`src/ptfd_pkg.sv`:
```
package ptfd_pkg;

  localparam int COORD_W     = 32;
  localparam int LEN_W       = 31;
  localparam int DIF_W       = COORD_W + 1;
  localparam int SQ_W        = 2 * COORD_W;
  localparam int SUM_W       = SQ_W + 2;
  localparam int ROOT_W      = 34;
  localparam int PROD_W      = COORD_W + LEN_W;
  localparam int QUOT_W      = LEN_W;
  localparam int SQRT_STAGES = ROOT_W;
  localparam int DIV_STAGES  = QUOT_W;
  localparam int PROD_DLY    = SQRT_STAGES + 1;
  localparam int SIDE_DLY    = SQRT_STAGES + 1 + DIV_STAGES;
  localparam int PIPE_DEPTH  = SIDE_DLY + 4;

  typedef struct packed {
    logic [COORD_W-1:0] res;
    logic               sat;
    logic [COORD_W-1:0] pt;
  } lane_out_t;

endpackage

```
`src/ptfd_sqrt.sv`:
```
module ptfd_sqrt
  import ptfd_pkg::*;
(
  input  logic              clk,
  input  logic              en,
  input  logic [SUM_W-1:0]  sum,
  output logic [ROOT_W-1:0] root
);

  localparam int RAD_W = 2 * ROOT_W;
  localparam int REM_W = ROOT_W + 3;

  logic [RAD_W-1:0]  rad  [0:SQRT_STAGES];
  logic [REM_W-1:0]  rem  [0:SQRT_STAGES];
  logic [ROOT_W-1:0] rt   [0:SQRT_STAGES];

  assign rad[0] = {{(RAD_W-SUM_W){1'b0}}, sum};
  assign rem[0] = '0;
  assign rt[0]  = '0;

  for (genvar k = 0; k < SQRT_STAGES; k++) begin : g_stage
    logic [REM_W-1:0] r2;
    logic [REM_W-1:0] trial;
    logic             ge;
    assign r2    = {rem[k][REM_W-3:0], rad[k][RAD_W-1 -: 2]};
    assign trial = {1'b0, rt[k], 2'b01};
    assign ge    = r2 >= trial;
    always_ff @(posedge clk) begin
      if (en) begin
        rad[k+1] <= {rad[k][RAD_W-3:0], 2'b00};
        rem[k+1] <= ge ? r2 - trial : r2;
        rt[k+1]  <= {rt[k][ROOT_W-2:0], ge};
      end
    end
  end

  assign root = rt[SQRT_STAGES];

endmodule

```
`config.mk`:
```
export PLATFORM = sky130hd
export DESIGN_NAME = ptfd_sqrt
export DESIGN_NICKNAME = d
export VERILOG_FILES = /design/src/ptfd_pkg.sv /design/src/ptfd_sqrt.sv
export SDC_FILE = /design/constraint.sdc
export NUM_CORES = 2
export LEC_CHECK = 0
export BUFFER_PORTS_ARGS = -buffer_cell sky130_fd_sc_hd__buf_4
export CAP_MARGIN = 10
export CORE_ASPECT_RATIO = 1.5
export CORE_MARGIN = 10
export CORE_UTILIZATION = 40
export CTS_CLUSTER_DIAMETER = 50
export CTS_CLUSTER_SIZE = 12
export DETAILED_ROUTE_END_ITERATION = 6
export GPL_ROUTABILITY_DRIVEN = 1
export GPL_TIMING_DRIVEN = 0
export MAX_ROUTING_LAYER = met4
export PLACE_DENSITY_LB_ADDON = 0.3
export SYNTH_ARGS = -nofsm -noshare
export SYNTH_HDL_FRONTEND = slang
export SYNTH_SLANG_ARGS = --single-unit
```
`constraint.sdc`:
```
create_clock -name clk -period 9.7 [get_ports clk]
set_input_delay 0.97 -clock clk [delete_from_list [all_inputs] [get_ports clk]]
set_output_delay 0.97 -clock clk [all_outputs]
set_load 0.03 [all_outputs]
```
==> flow_summary.toml <==
[placed_design]
dpl.hpwl_mm = 218
io_buffers = 100
post-place-ws_ns = 4.10
place_congestion = 0.948
post-place-cells = 14000
post_dp_cell_area_sq_um = 133000

[clocking]
cts.sinks = 2750
cts-root-buf = "clkbuf_16"
cts_hold_buffers = 0
cts-resized-gates = 0
postCtsSetupBuffers = 0
cts_buffers = 303
clk_pin_slew_ns = 0.06
htreeDepth = 5
clk_latency_ns = 0.90
clockBufferDepth = 4
cts_tree = "done"

[layout]
layout_common_cells = "2750 x edfxtp_1, 769 x nand2_1, 753 x inv_1, 613 x o21ai_0, 596 x ha_1"
fin_cells = 14400
fin_area_sq_um = 142000
fillCellCount = 27900
layout_commonest_cell = "edfxtp_1"
post-route-util = 0.451
layout-drive-gt1-share = 0.0644
nets = 10800
area_delta_synth_final_pct = 12.2

[global_routing]
grt_max_degree = 199
antenna_found_initial = 3
grtUsageTotal = 0.171
overflow = 0
first_global_vias = 78200
grt_pass1_wl_mm = 441

[routing]
detail-route-antenna-nets = 0
drtIter0Drc = 4184
routed_via_density = 5.20
wl_per_cell_um = 20.1
firstDrtPassIters = 7
num_vias = 74800
drc = 0
drt-total-wl_mm = 290

[timing]
finalCritPeriodShare = 0.588
fmax_ghz = 0.175
clock_skew_ns = 0.0939
holdWs_ns = 0.262
worst_slew_pin_slew_ns = 1.28
worst_slack_ns = 3.99
final_hold_viol_count = 0
slew_headroom = 0.149
setup_viol = 0
setup_tns_ns = 0
drv_slew = 0
rsz0062_at_grt = "no"
fin_crit_ns = 5.71

[logic_synthesis]
yosys.area.top_type = "edfxtp_1"
avgSynthCellArea_sq_um = 13.1
syn_area_sq_um = 126000
seq_area_frac_synth = 0.653
synth_edf_count = 2750
synth-seq-cells = 2750
synth-main-ff-cell = "edfxtp_1"
synth_warnings = 0
yosys.area.top_type_share = 0.653
synthTopCellsByArea = "edfxtp_1 65%, ha_1 5.9%, xor2_1 3.2%, xnor2_1 3.0%, o21ai_0 2.4%"
yosysUniqueCellTypes = 98
netlist_instances = 9656
async_flop_share = 0

[floorplan]
dieHeight_um = 709
io_pins = 102
die_area_sq_um = 339000
die_x_um = 479
start_util = 0.402
coreArea_sq_um = 314000
placementRows = 252

[power_and_ir_drop]
p_per_area_nw_per_um2 = 235
finalPower_mw = 33.3
worst_ir_drop_vdd_v = 0.000177
leakagePower_nw = 53.3

[run_status]
outcome = "complete, no violations"

[critical_path]
critPathArrivalTime_ns = 6.32
r2r_cells = 12
critPathCaptureType = "register"
crit_required_ns = 10.32
startpoint_type = "register"
cp_max_fo = 10
path_class = "register to register"

[min_path]
min_path_type = "input port to register"
hold_depth = 1

[run]
maxCapViolCount = 0
-- cell usage after synthesis, types with 100 or more instances --
| cell type | n |
|---|---|
| o21ai_0 | 613 |
| nand3_1 | 123 |
| a21oi_1 | 505 |
| ha_1 | 596 |
| nor3_1 | 237 |
| edfxtp_1 | 2750 |
| a21o_1 | 268 |
| clkbuf_1 | 163 |
| or3_1 | 100 |
| xor2_1 | 462 |
| nand4_1 | 101 |
| nand2b_1 | 141 |
| nor4_1 | 122 |
| o21a_1 | 127 |
| inv_1 | 753 |
| nand2_1 | 769 |
| nor2_1 | 490 |
| xnor2_1 | 439 |
-- area by class of cell --
cell class | count | area (sq um) | share of cell area
tap | 4191 | 5240 | 0.0370
sequential | 2750 | 82600 | 0.582
clock inverter | 102 | 1200 | 0.00848
clock buffer | 318 | 7700 | 0.0543
inverter | 761 | 2860 | 0.0202
antenna | 3 | 7.51 | 0.0000529
multi-input combinational | 5970 | 40300 | 0.284
buffer | 176 | 692 | 0.00488
timing repair buffer | 125 | 1280 | 0.00900
-- state kept, by name (all words and copies together), names as in the netlist --
| register | cells |
|---|---|
| g_stage.r2 | 1133 |
| g_stage.trial | 528 |
| rad | 1056 |
| root | 33 |
-- where the power goes --
part	internal, mW	total [mW]	leakage (nW)	switching (mW)
clock	6.16	10.7	4.35	4.57
sequential	15.0	15.9	26.5	0.948
combinational	2.63	6.67	22.5	4.05
-- critical path, stage by stage (launching register included) --
cell,delay (ns)
edfxtp_1,0.40
ha_1,0.30
clkbuf_1,0.27
nand3_1,0.22
or2_2,0.40
or3_1,0.51
nand2b_1,0.31
a41o_1,0.43
o31ai_1,0.65
a31oi_1,0.28
clkbuf_1,0.55
clkbuf_1,0.68
o21ai_0,0.43
-- routing by layer --
layer,track usage,share of wire
met5,-,0
met4,0.117,0.082
met3,0.0222,0.031
met2,0.337,0.57
met1,0.146,0.32
-- logic make-up after synthesis --
family / count (synthesis) / synth area share
AO/OA/AOI/OAI: 1956 / 0.0955
XOR/XNOR: 901 / 0.0624
adder cells (fa/ha/maj): 596 / 0.0590
buffers and inverters: 937 / 0.0281
flip-flops: 2750 / 0.653
multiplexers: 66 / 0.00571
other: 1 / 0.0000297
AND/OR/NAND/NOR: 2449 / 0.0961
-- final timing paths --
check,start,to,slack (ns)
setup reg to reg,g_stage[30].r2[9],g_stage[31].r2[31],3.99
setup / recovery,g_stage[30].r2[9],g_stage[31].r2[31],3.99
hold reg to reg,rad[1734],rad[1668],0.39
hold / removal,sum[47],rad[2293],0.26
No activity file was read; power rests on OpenSTA's default activity.
